===== config.mk =====
export PLATFORM = sky130hd
export DESIGN_NAME = polygon_area_centroid
export DESIGN_NICKNAME = d
export VERILOG_FILES = /design/src/hdl/pac_pkg.sv /design/src/hdl/pac_div.sv /design/src/hdl/pac_dp.sv /design/src/hdl/pac_ctrl.sv /design/src/hdl/polygon_area_centroid.sv
export SDC_FILE = /design/constraint.sdc
export NUM_CORES = 2
export LEC_CHECK = 0
export BUFFER_PORTS_ARGS = -buffer_cell sky130_fd_sc_hd__buf_4
export CORE_AREA = 2 2 424 426
export DETAILED_ROUTE_END_ITERATION = 6
export DIE_AREA = 0 0 426 428
export SETUP_SLACK_MARGIN = 0.3
export SYNTH_ARGS = -nofsm -noshare
export SYNTH_HDL_FRONTEND = slang
export SYNTH_SLANG_ARGS = --single-unit

===== constraint.sdc =====
create_clock -name clk -period 15.15 [get_ports clk]
set_clock_uncertainty 0.15 [all_clocks]
set_input_delay 1.515 -clock clk [delete_from_list [all_inputs] [get_ports clk]]
set_output_delay 1.515 -clock clk [all_outputs]
set_load 0.005 [all_outputs]

===== src/hdl/pac_pkg.sv =====
// Shared types and constants for the polygon area and centroid block.
`timescale 1ns / 1ps
`default_nettype none
package pac_pkg;

    localparam int PAC_MAX_POINTS = 1024;

    localparam int COORD_W = 16;
    localparam int PROD_W  = 50;   // 17 x 33 signed product
    localparam int CROSS_W = 44;
    localparam int MOM_W   = 62;
    localparam int AREA_W  = 43;
    localparam int C_W     = 33;   // one edge cross product
    localparam int DEN_W   = 46;   // magnitude of 3 * cross_sum
    localparam int REM_W   = 63;
    localparam int QUO_W   = 17;
    localparam int QCNT_W  = 5;

    // Edge operations on the shared multiplier path
    localparam logic [2:0] EOP_NONE = 3'd0;
    localparam logic [2:0] EOP_P1   = 3'd1;
    localparam logic [2:0] EOP_P2   = 3'd2;
    localparam logic [2:0] EOP_CSUB = 3'd3;
    localparam logic [2:0] EOP_MX   = 3'd4;
    localparam logic [2:0] EOP_MY   = 3'd5;

    typedef struct packed {
        logic signed [COORD_W-1:0] x_coord;
        logic signed [COORD_W-1:0] y_coord;
        logic                      last_point;
    } vertex_beat_t;

    typedef struct packed {
        logic signed [AREA_W-1:0]  area;
        logic signed [COORD_W-1:0] centroid_x;
        logic signed [COORD_W-1:0] centroid_y;
        logic                      degenerate;
    } result_beat_t;

    typedef struct packed {
        logic       take;
        logic       close;
        logic [2:0] edge_op;
        logic       den_abs;
        logic       den_mul;
        logic       div_start;
        logic       div_y;
        logic       cx_load;
        logic       out_load;
    } dp_cmd_t;

    typedef struct packed {
        logic started;
        logic drop;
        logic in_last;
        logic div_done;
        logic out_free;
    } dp_status_t;

endpackage
`default_nettype wire


===== src/hdl/pac_div.sv =====
// Restoring divider for the centroid: rounded, saturated 16-bit quotient.
`timescale 1ns / 1ps
`default_nettype none
module pac_div
    import pac_pkg::*;
(
    input  wire logic                     clk,
    input  wire logic                     rst_n,
    input  wire logic                     start,
    input  wire logic signed [MOM_W-1:0]  num,
    input  wire logic        [DEN_W-1:0]  dmag,
    input  wire logic                     dneg,
    output logic                          done,
    output logic signed [COORD_W-1:0]     quo
);

    localparam logic [2:0] D_IDLE = 3'd0;
    localparam logic [2:0] D_ABS  = 3'd1;
    localparam logic [2:0] D_RND  = 3'd2;
    localparam logic [2:0] D_OVF  = 3'd3;
    localparam logic [2:0] D_ITER = 3'd4;
    localparam logic [2:0] D_FIN  = 3'd5;

    localparam logic [QUO_W-1:0] POS_LIM = QUO_W'(32767);
    localparam logic [QUO_W-1:0] NEG_LIM = QUO_W'(32768);

    logic [2:0]              state_reg;
    logic                    done_reg;
    logic signed [MOM_W-1:0] num_reg;
    logic                    neg_reg;
    logic [REM_W-1:0]        rem_reg;
    logic [REM_W-1:0]        dsh_reg;
    logic [QUO_W-1:0]        q_reg;
    logic                    ovf_reg;
    logic [QCNT_W-1:0]       cnt_reg;
    logic signed [COORD_W-1:0] quo_reg;

    logic [REM_W-1:0] num_ext;
    logic             fits;

    assign num_ext = {num_reg[MOM_W-1], num_reg};
    assign fits    = (rem_reg >= dsh_reg);

    always_ff @(posedge clk or negedge rst_n)
    begin
        if (!rst_n)
        begin
            state_reg <= D_IDLE;
            done_reg  <= 1'b0;
        end
        else
        begin
            done_reg <= (state_reg == D_FIN);
            case (state_reg)
                D_IDLE:  if (start) state_reg <= D_ABS;
                D_ABS:   state_reg <= D_RND;
                D_RND:   state_reg <= D_OVF;
                D_OVF:   state_reg <= D_ITER;
                D_ITER:  if (cnt_reg == '0) state_reg <= D_FIN;
                D_FIN:   state_reg <= D_IDLE;
                default: state_reg <= D_IDLE;
            endcase
        end
    end

    always_ff @(posedge clk)
    begin
        case (state_reg)
            D_IDLE:
            begin
                if (start)
                begin
                    num_reg <= num;
                    neg_reg <= num[MOM_W-1] ^ dneg;
                end
            end
            D_ABS:
            begin
                rem_reg <= num_reg[MOM_W-1] ? (REM_W'(0) - num_ext) : num_ext;
            end
            D_RND:
            begin
                // round to nearest: add half the divisor
                rem_reg <= rem_reg + {{(REM_W-DEN_W+1){1'b0}}, dmag[DEN_W-1:1]};
                dsh_reg <= {dmag, {(REM_W-DEN_W){1'b0}}};
            end
            D_OVF:
            begin
                ovf_reg <= fits;
                dsh_reg <= dsh_reg >> 1;
                cnt_reg <= QCNT_W'(QUO_W - 1);
                q_reg   <= '0;
            end
            D_ITER:
            begin
                if (fits)
                begin
                    rem_reg <= rem_reg - dsh_reg;
                end
                q_reg   <= {q_reg[QUO_W-2:0], fits};
                dsh_reg <= dsh_reg >> 1;
                cnt_reg <= cnt_reg - 1'b1;
            end
            D_FIN:
            begin
                if (neg_reg)
                begin
                    quo_reg <= (ovf_reg || q_reg > NEG_LIM) ? 16'sh8000
                             : COORD_W'(16'd0 - q_reg[COORD_W-1:0]);
                end
                else
                begin
                    quo_reg <= (ovf_reg || q_reg > POS_LIM) ? 16'sh7fff
                             : q_reg[COORD_W-1:0];
                end
            end
            default:
            begin
            end
        endcase
    end

    assign done = done_reg;
    assign quo  = quo_reg;

endmodule
`default_nettype wire


===== src/hdl/pac_dp.sv =====
// Datapath: vertex registers, shared multiplier, running sums, divider, output register.
`timescale 1ns / 1ps
`default_nettype none
module pac_dp
    import pac_pkg::*;
#(
    parameter int MAX_POINTS = PAC_MAX_POINTS
)
(
    input  wire logic         clk,
    input  wire logic         rst_n,
    input  wire dp_cmd_t      cmd,
    output dp_status_t        status,
    input  wire vertex_beat_t vertex,
    output logic              result_valid,
    input  wire logic         result_stall,
    output result_beat_t      result
);

    localparam int CNT_W = $clog2(MAX_POINTS + 1);

    logic                 started_reg;
    logic [CNT_W-1:0]     count_reg;
    logic signed [CROSS_W-1:0] cross_reg;
    logic signed [MOM_W-1:0]   mx_sum_reg;
    logic signed [MOM_W-1:0]   my_sum_reg;
    logic                 my_pend_reg;
    logic                 out_valid_reg;
    result_beat_t         out_reg;

    logic signed [COORD_W-1:0] first_x_reg, first_y_reg;
    logic signed [COORD_W-1:0] prev_x_reg, prev_y_reg;
    logic signed [COORD_W-1:0] e0x_reg, e0y_reg, e1x_reg, e1y_reg;
    logic signed [C_W-1:0]     c_reg;
    logic signed [PROD_W-1:0]  prod_reg;
    logic [CROSS_W-1:0]        cabs_reg;
    logic                      cneg_reg;
    logic [DEN_W-1:0]          dmag_reg;
    logic signed [COORD_W-1:0] cx_reg;

    logic signed [COORD_W:0]   mul_a;
    logic signed [C_W-1:0]     mul_b;
    logic signed [PROD_W-1:0]  prod_next;
    logic                      mul_en;
    logic                      drop;
    logic                      out_free;
    logic                      degen;
    logic                      div_done;
    logic signed [COORD_W-1:0] div_quo;

    assign drop     = !vertex.last_point && started_reg
                      && (count_reg >= CNT_W'(MAX_POINTS - 1));
    assign out_free = !out_valid_reg || !result_stall;
    assign degen    = (cross_reg[CROSS_W-1:1] == '0);

    always_comb
    begin
        mul_en = 1'b1;
        case (cmd.edge_op)
            EOP_P1:
            begin
                mul_a = {e0x_reg[COORD_W-1], e0x_reg};
                mul_b = C_W'(e1y_reg);
            end
            EOP_P2:
            begin
                mul_a = {e1x_reg[COORD_W-1], e1x_reg};
                mul_b = C_W'(e0y_reg);
            end
            EOP_MX:
            begin
                mul_a = {e0x_reg[COORD_W-1], e0x_reg} + {e1x_reg[COORD_W-1], e1x_reg};
                mul_b = c_reg;
            end
            EOP_MY:
            begin
                mul_a = {e0y_reg[COORD_W-1], e0y_reg} + {e1y_reg[COORD_W-1], e1y_reg};
                mul_b = c_reg;
            end
            default:
            begin
                mul_en = 1'b0;
                mul_a  = '0;
                mul_b  = '0;
            end
        endcase
        prod_next = PROD_W'(mul_a) * PROD_W'(mul_b);
    end

    // Control state and running sums
    always_ff @(posedge clk or negedge rst_n)
    begin
        if (!rst_n)
        begin
            started_reg   <= 1'b0;
            count_reg     <= '0;
            cross_reg     <= '0;
            mx_sum_reg    <= '0;
            my_sum_reg    <= '0;
            my_pend_reg   <= 1'b0;
            out_valid_reg <= 1'b0;
        end
        else
        begin
            my_pend_reg <= (cmd.edge_op == EOP_MY);
            if (cmd.take && !drop)
            begin
                started_reg <= 1'b1;
                count_reg   <= started_reg ? CNT_W'(count_reg + 1'b1) : CNT_W'(1);
            end
            if (cmd.edge_op == EOP_MX)
            begin
                cross_reg <= cross_reg + CROSS_W'(c_reg);
            end
            if (cmd.edge_op == EOP_MY)
            begin
                mx_sum_reg <= mx_sum_reg + MOM_W'(prod_reg);
            end
            if (my_pend_reg)
            begin
                my_sum_reg <= my_sum_reg + MOM_W'(prod_reg);
            end
            if (cmd.out_load)
            begin
                // result taken from the sums; start the next polygon clean
                started_reg   <= 1'b0;
                count_reg     <= '0;
                cross_reg     <= '0;
                mx_sum_reg    <= '0;
                my_sum_reg    <= '0;
                out_valid_reg <= 1'b1;
            end
            else if (out_valid_reg && !result_stall)
            begin
                out_valid_reg <= 1'b0;
            end
        end
    end

    // Payload registers
    always_ff @(posedge clk)
    begin
        if (cmd.take && !drop)
        begin
            prev_x_reg <= vertex.x_coord;
            prev_y_reg <= vertex.y_coord;
            if (!started_reg)
            begin
                first_x_reg <= vertex.x_coord;
                first_y_reg <= vertex.y_coord;
            end
            else
            begin
                e0x_reg <= prev_x_reg;
                e0y_reg <= prev_y_reg;
                e1x_reg <= vertex.x_coord;
                e1y_reg <= vertex.y_coord;
            end
        end
        if (cmd.close)
        begin
            e0x_reg <= prev_x_reg;
            e0y_reg <= prev_y_reg;
            e1x_reg <= first_x_reg;
            e1y_reg <= first_y_reg;
        end
        if (mul_en)
        begin
            prod_reg <= prod_next;
        end
        if (cmd.edge_op == EOP_P2)
        begin
            c_reg <= prod_reg[C_W-1:0];
        end
        else if (cmd.edge_op == EOP_CSUB)
        begin
            c_reg <= c_reg - prod_reg[C_W-1:0];
        end
        if (cmd.den_abs)
        begin
            cneg_reg <= cross_reg[CROSS_W-1];
            cabs_reg <= cross_reg[CROSS_W-1] ? (CROSS_W'(0) - cross_reg) : cross_reg;
        end
        if (cmd.den_mul)
        begin
            dmag_reg <= {1'b0, cabs_reg, 1'b0} + {2'b00, cabs_reg};
        end
        if (cmd.cx_load)
        begin
            cx_reg <= div_quo;
        end
        if (cmd.out_load)
        begin
            out_reg.area       <= cross_reg[CROSS_W-1:1];
            out_reg.degenerate <= degen;
            out_reg.centroid_x <= degen ? '0 : cx_reg;
            out_reg.centroid_y <= degen ? '0 : div_quo;
        end
    end

    pac_div u_div
    (
        .clk   (clk),
        .rst_n (rst_n),
        .start (cmd.div_start),
        .num   (cmd.div_y ? my_sum_reg : mx_sum_reg),
        .dmag  (dmag_reg),
        .dneg  (cneg_reg),
        .done  (div_done),
        .quo   (div_quo)
    );

    assign status.started  = started_reg;
    assign status.drop     = drop;
    assign status.in_last  = vertex.last_point;
    assign status.div_done = div_done;
    assign status.out_free = out_free;

    assign result_valid = out_valid_reg;
    assign result       = out_reg;

endmodule
`default_nettype wire


===== src/hdl/pac_ctrl.sv =====
// Controller: sequences edge passes, the closing edge, the two divides and the result load.
`timescale 1ns / 1ps
`default_nettype none
module pac_ctrl
    import pac_pkg::*;
(
    input  wire logic       clk,
    input  wire logic       rst_n,
    input  wire logic       vertex_valid,
    output logic            vertex_stall,
    input  wire dp_status_t status,
    output dp_cmd_t         cmd
);

    localparam logic [3:0] S_IDLE  = 4'd0;
    localparam logic [3:0] S_CLOSE = 4'd1;
    localparam logic [3:0] S_P1    = 4'd2;
    localparam logic [3:0] S_P2    = 4'd3;
    localparam logic [3:0] S_CSUB  = 4'd4;
    localparam logic [3:0] S_MX    = 4'd5;
    localparam logic [3:0] S_MY    = 4'd6;
    localparam logic [3:0] S_DABS  = 4'd7;
    localparam logic [3:0] S_DMUL  = 4'd8;
    localparam logic [3:0] S_DXGO  = 4'd9;
    localparam logic [3:0] S_DXWT  = 4'd10;
    localparam logic [3:0] S_DYGO  = 4'd11;
    localparam logic [3:0] S_DYWT  = 4'd12;
    localparam logic [3:0] S_OUT   = 4'd13;

    logic [3:0] state_reg, state_next;
    logic       pend_last_reg, pend_last_next;
    logic       is_close_reg, is_close_next;

    always_ff @(posedge clk or negedge rst_n)
    begin
        if (!rst_n)
        begin
            state_reg     <= S_IDLE;
            pend_last_reg <= 1'b0;
            is_close_reg  <= 1'b0;
        end
        else
        begin
            state_reg     <= state_next;
            pend_last_reg <= pend_last_next;
            is_close_reg  <= is_close_next;
        end
    end

    always_comb
    begin
        cmd            = '0;
        cmd.edge_op    = EOP_NONE;
        state_next     = state_reg;
        pend_last_next = pend_last_reg;
        is_close_next  = is_close_reg;
        case (state_reg)
            S_IDLE:
            begin
                if (vertex_valid)
                begin
                    cmd.take = 1'b1;
                    if (!status.drop)
                    begin
                        if (!status.started)
                        begin
                            if (status.in_last)
                            begin
                                state_next = S_CLOSE;
                            end
                        end
                        else
                        begin
                            pend_last_next = status.in_last;
                            state_next     = S_P1;
                        end
                    end
                end
            end
            S_CLOSE:
            begin
                cmd.close     = 1'b1;
                is_close_next = 1'b1;
                state_next    = S_P1;
            end
            S_P1:
            begin
                cmd.edge_op = EOP_P1;
                state_next  = S_P2;
            end
            S_P2:
            begin
                cmd.edge_op = EOP_P2;
                state_next  = S_CSUB;
            end
            S_CSUB:
            begin
                cmd.edge_op = EOP_CSUB;
                state_next  = S_MX;
            end
            S_MX:
            begin
                cmd.edge_op = EOP_MX;
                state_next  = S_MY;
            end
            S_MY:
            begin
                cmd.edge_op = EOP_MY;
                if (is_close_reg)
                begin
                    is_close_next = 1'b0;
                    state_next    = S_DABS;
                end
                else if (pend_last_reg)
                begin
                    pend_last_next = 1'b0;
                    state_next     = S_CLOSE;
                end
                else
                begin
                    state_next = S_IDLE;
                end
            end
            S_DABS:
            begin
                cmd.den_abs = 1'b1;
                state_next  = S_DMUL;
            end
            S_DMUL:
            begin
                cmd.den_mul = 1'b1;
                state_next  = S_DXGO;
            end
            S_DXGO:
            begin
                cmd.div_start = 1'b1;
                state_next    = S_DXWT;
            end
            S_DXWT:
            begin
                if (status.div_done)
                begin
                    cmd.cx_load = 1'b1;
                    state_next  = S_DYGO;
                end
            end
            S_DYGO:
            begin
                cmd.div_start = 1'b1;
                cmd.div_y     = 1'b1;
                state_next    = S_DYWT;
            end
            S_DYWT:
            begin
                if (status.div_done)
                begin
                    state_next = S_OUT;
                end
            end
            S_OUT:
            begin
                // hold until the output register can take the beat
                if (status.out_free)
                begin
                    cmd.out_load = 1'b1;
                    state_next   = S_IDLE;
                end
            end
            default:
            begin
                state_next = S_IDLE;
            end
        endcase
    end

    assign vertex_stall = (state_reg != S_IDLE);

endmodule
`default_nettype wire


===== src/hdl/polygon_area_centroid.sv =====
// Top level of the polygon area and centroid block.
//
//  channel  | signals                               | beat
//  ---------+---------------------------------------+-------------------------------
//  vertex   | vertex_valid, vertex_stall, vertex    | x, y, last-vertex flag
//  result   | result_valid, result_stall, result    | area, centroid x/y, degenerate
//
// A later vertex is accepted and then runs the edge passes P1, P2, CSUB, MX and MY, all but
// CSUB through the shared 17 x 33 multiplier; the first vertex is only stored, and a vertex
// dropped past the limit is discarded. The flagged vertex adds the closing edge, the divisor,
// two divides on one divider and the output load. The result sits in an output register;
// a stalled result holds the block only when the next result is ready. rst_n clears
// control state at once; no clearing pass.
`timescale 1ns / 1ps
`default_nettype none
module polygon_area_centroid
    import pac_pkg::*;
#(
    parameter int MAX_POINTS = PAC_MAX_POINTS
)
(
    input  wire logic         clk,
    input  wire logic         rst_n,
    input  wire logic         vertex_valid,
    output logic              vertex_stall,
    input  wire vertex_beat_t vertex,
    output logic              result_valid,
    input  wire logic         result_stall,
    output result_beat_t      result
);

    dp_cmd_t    cmd;
    dp_status_t status;

    pac_ctrl u_ctrl
    (
        .clk          (clk),
        .rst_n        (rst_n),
        .vertex_valid (vertex_valid),
        .vertex_stall (vertex_stall),
        .status       (status),
        .cmd          (cmd)
    );

    pac_dp #(
        .MAX_POINTS (MAX_POINTS)
    ) u_dp
    (
        .clk          (clk),
        .rst_n        (rst_n),
        .cmd          (cmd),
        .status       (status),
        .vertex       (vertex),
        .result_valid (result_valid),
        .result_stall (result_stall),
        .result       (result)
    );

endmodule
`default_nettype wire


==> results.tsv <==
metric	value	unit
cp_common_cell	fa_1	
ctsResizeCount	0	
grt_setup_unrepaired	false	
fp.dieH	428	µm
port_buffers	114	
routed_wl	218000	µm
globalplace.congestion	0.958	
powerDensity	62.0	nW/µm²
p_seq_share	48.6	%
status	finished clean	
min_period_over_period	68.2	%
ir_worst_vdd	0.0911	mV
yosysSeqAreaShare	32.4	%
reg2regPathDepth	35	
initial_core_util	40.7	%
synthAdderAreaFrac	23.8	%
syn_to_final_growth	9.35	%
fin_nets	8693	
netlist_top_cells_area	edfxtp_1 26%, fa_1 15%, ha_1 8.7%, dfrtp_1 6.6%, inv_1 4.5%	
drt_first_pass_iters	6	
clock_tree.buffer_depth	3	
cts.sinks	814	
clock-root-buffer	clkbuf_16	
hold_violations	0	
ys_types	88	
path_class	register to register	
synth-xor-area-share	5.93	%
synth_common_cells	862 x inv_1, 778 x nand2_1, 622 x edfxtp_1	
hold_path_class	register to register	
synth_area	72400	µm²
post_cts_buffers	0	
synthSimpleGateAreaFrac	13.5	%
die_w	426	µm
numCtsBuffers	96	
drc	0	
finalPower	4.90	mW
reg2reg_slack	4.82	ns
dominantRegCellSynth	edfxtp_1	
muxShareOfSynthArea	2.17	%
vias	56500	
drtIter0Drc	4507	
worstMarginPinSlew	1.15	ns
viasPerCell	5.62	
yosysMostFrequentCell	inv_1	
synth_cells	7634	
max_slew_margin	21.5	%
synth-seq-cells	814	
largest_reg_flops	76	
grt_usage	23.8	%
ctsHoldBuffers	0	
yosysTopAreaCell	edfxtp_1	
setup.worst_path.end_class	register	
worstHoldPathCells	0	
grt_pass1_vias	56400	
fillers	17100	
antenna_found_initial	0	
slowest_delay	0.80	ns
fin_setup_tns	0	ns
timing.hold.ws	0.263	ns
preCtsSetupSlack	4.98	ns
cp-startpoint	u_dp.e1y_reg[0]	
drv_slew	0	
grt_overflow	0	
switchingPower	1.03	mW
path_clk_slew	0.06	ns
fin_crit	10.33	ns
cts_tree	yes	
htree_levels	3	
critPathRequiredTime	15.47	ns
grt_pass1_wl	336000	µm
place_hpwl	169000	µm
wl_per_cell	21.7	µm
syn-num-nets	8721	
multi_input_area	44700	µm²
synth_edf_count	622	
power_leakage	34.1	nW
detail-route-antenna-nets	0	
r2r_start	u_dp.e1y_reg[0]	
reg2reg_to	u_dp.prod_reg[43]	
synth-compound-area-share	16.0	%
grt_max_degree	123	
p_clk_share	50.9	%
maxCapViolCount	0	
coreArea	178000	µm²
ioPinCount	115	
layout_setup_ws	4.82	ns
setup_viol	0	
synth_top_family_by_area	adder cells	
fp-row-count	155	
p_sw_share	21.0	%
drive_above_1_share	6.84	%
clk_latency	0.75	ns
synthArstFlopShare	23.6	%
worstPathMaxFanout	6	
critPathSlowestCell	o31ai_1	
fmax	96.8	MHz
regArea	23500	µm²
intPower	3.87	mW
p_comb_share	0.5	%
yosys.area.top_type_share	25.8	%
crit_end	u_dp.prod_reg[43]	
syn_area_per_cell	9.48	µm²
cp.arrival	10.64	ns
yosysWarnings	0	
die_area	182000	µm²
startpoint_type	register	
[routing by layer]
metal,share of wire (%),GRT usage [%]
met3,6.1,3.52
met4,5.5,11.8
met5,0,0
met1,42,31.1
met2,46,38.3
[cells in the final DEF, fill, tap and decap left out, drive strengths merged, types with 60 or more instances in the layout]
cell    count
clkbuf    120
nor2      544
nand2b     67
nor3       73
nor2b      86
inv       866
mux2       97
and2       69
nand4      72
ha        504
xnor2     309
xor2      181
o21ai     533
o31ai      60
a21oi     491
edfxtp    622
fa        546
nand2     780
dfrtp     192
nand3     170
buf       177
a31oi      63
a21o      229
and3       77
[power by group through the flow]
stage / registers (mW) / logic (mW) / clock network, mW
detailed placement: 2.43 / 0.0277 / 0
CTS: 2.38 / 0.0280 / 2.55
floorplan: 2.43 / 0.00392 / 0
finish: 2.38 / 0.0265 / 2.50
global placement: 2.43 / 0.0272 / 0
global route: 2.38 / 0.0301 / 2.62
[kinds of logic after synthesis]
family | Yosys count
buffers and inverters | 1168
AO/OA/AOI/OAI | 1853
AND/OR/NAND/NOR | 2114
flip-flops | 814
adder cells (fa/ha/maj) | 1050
XOR/XNOR | 490
multiplexers | 145
[cell type report]
type                    count  area share [%]
repair buffers            178            1.71
clock inverters            62           0.994
diodes                      1         0.00316
inverters                 864            4.11
flip-flops and latches    814            29.7
multi-input cells        5652            56.5
clock buffers             119            3.25
well taps                2355            3.72
[critical path: cells and delay by family, from the launching register on]
family          cells  cell delay [ns]
simple gates        4             0.63
compound gates     17             4.82
buf+inv             4             0.20
flops               1             0.37
xor+xnor            1             0.09
fa+ha+maj           9             3.85
[worst min path at each step]
stage	from	end	slack (ns)
final	u_dp.prev_x_reg[8]	u_dp.e0x_reg[8]	0.26
after global routing	u_dp.prev_x_reg[9]	u_dp.e0x_reg[9]	0.27
after global placement	u_dp.prev_x_reg[8]	u_dp.e0x_reg[8]	0.25
after detailed placement	u_dp.prev_y_reg[6]	u_dp.e0y_reg[6]	0.26
after floorplan	u_dp.prev_x_reg[0]	u_dp.e0x_reg[0]	0.25
after CTS	u_dp.prev_x_reg[6]	u_dp.e0x_reg[6]	0.26
[stage by stage]
| stage | instance area (µm²) | util, % | std cells |
|---|---|---|---|
| 2_1_floorplan | 72400 | - | 7634 |
| 3_3_place_gp | 75800 | 42.7 | 9863 |
| 3_5_place_dp | 75800 | 42.7 | 9863 |
| 4_1_cts | 79100 | 44.5 | 10000 |
| 5_1_grt | 79100 | 44.5 | 10000 |
| 6_report | 79100 | 44.5 | 10000 |
Power figures use the tool's default switching activity.
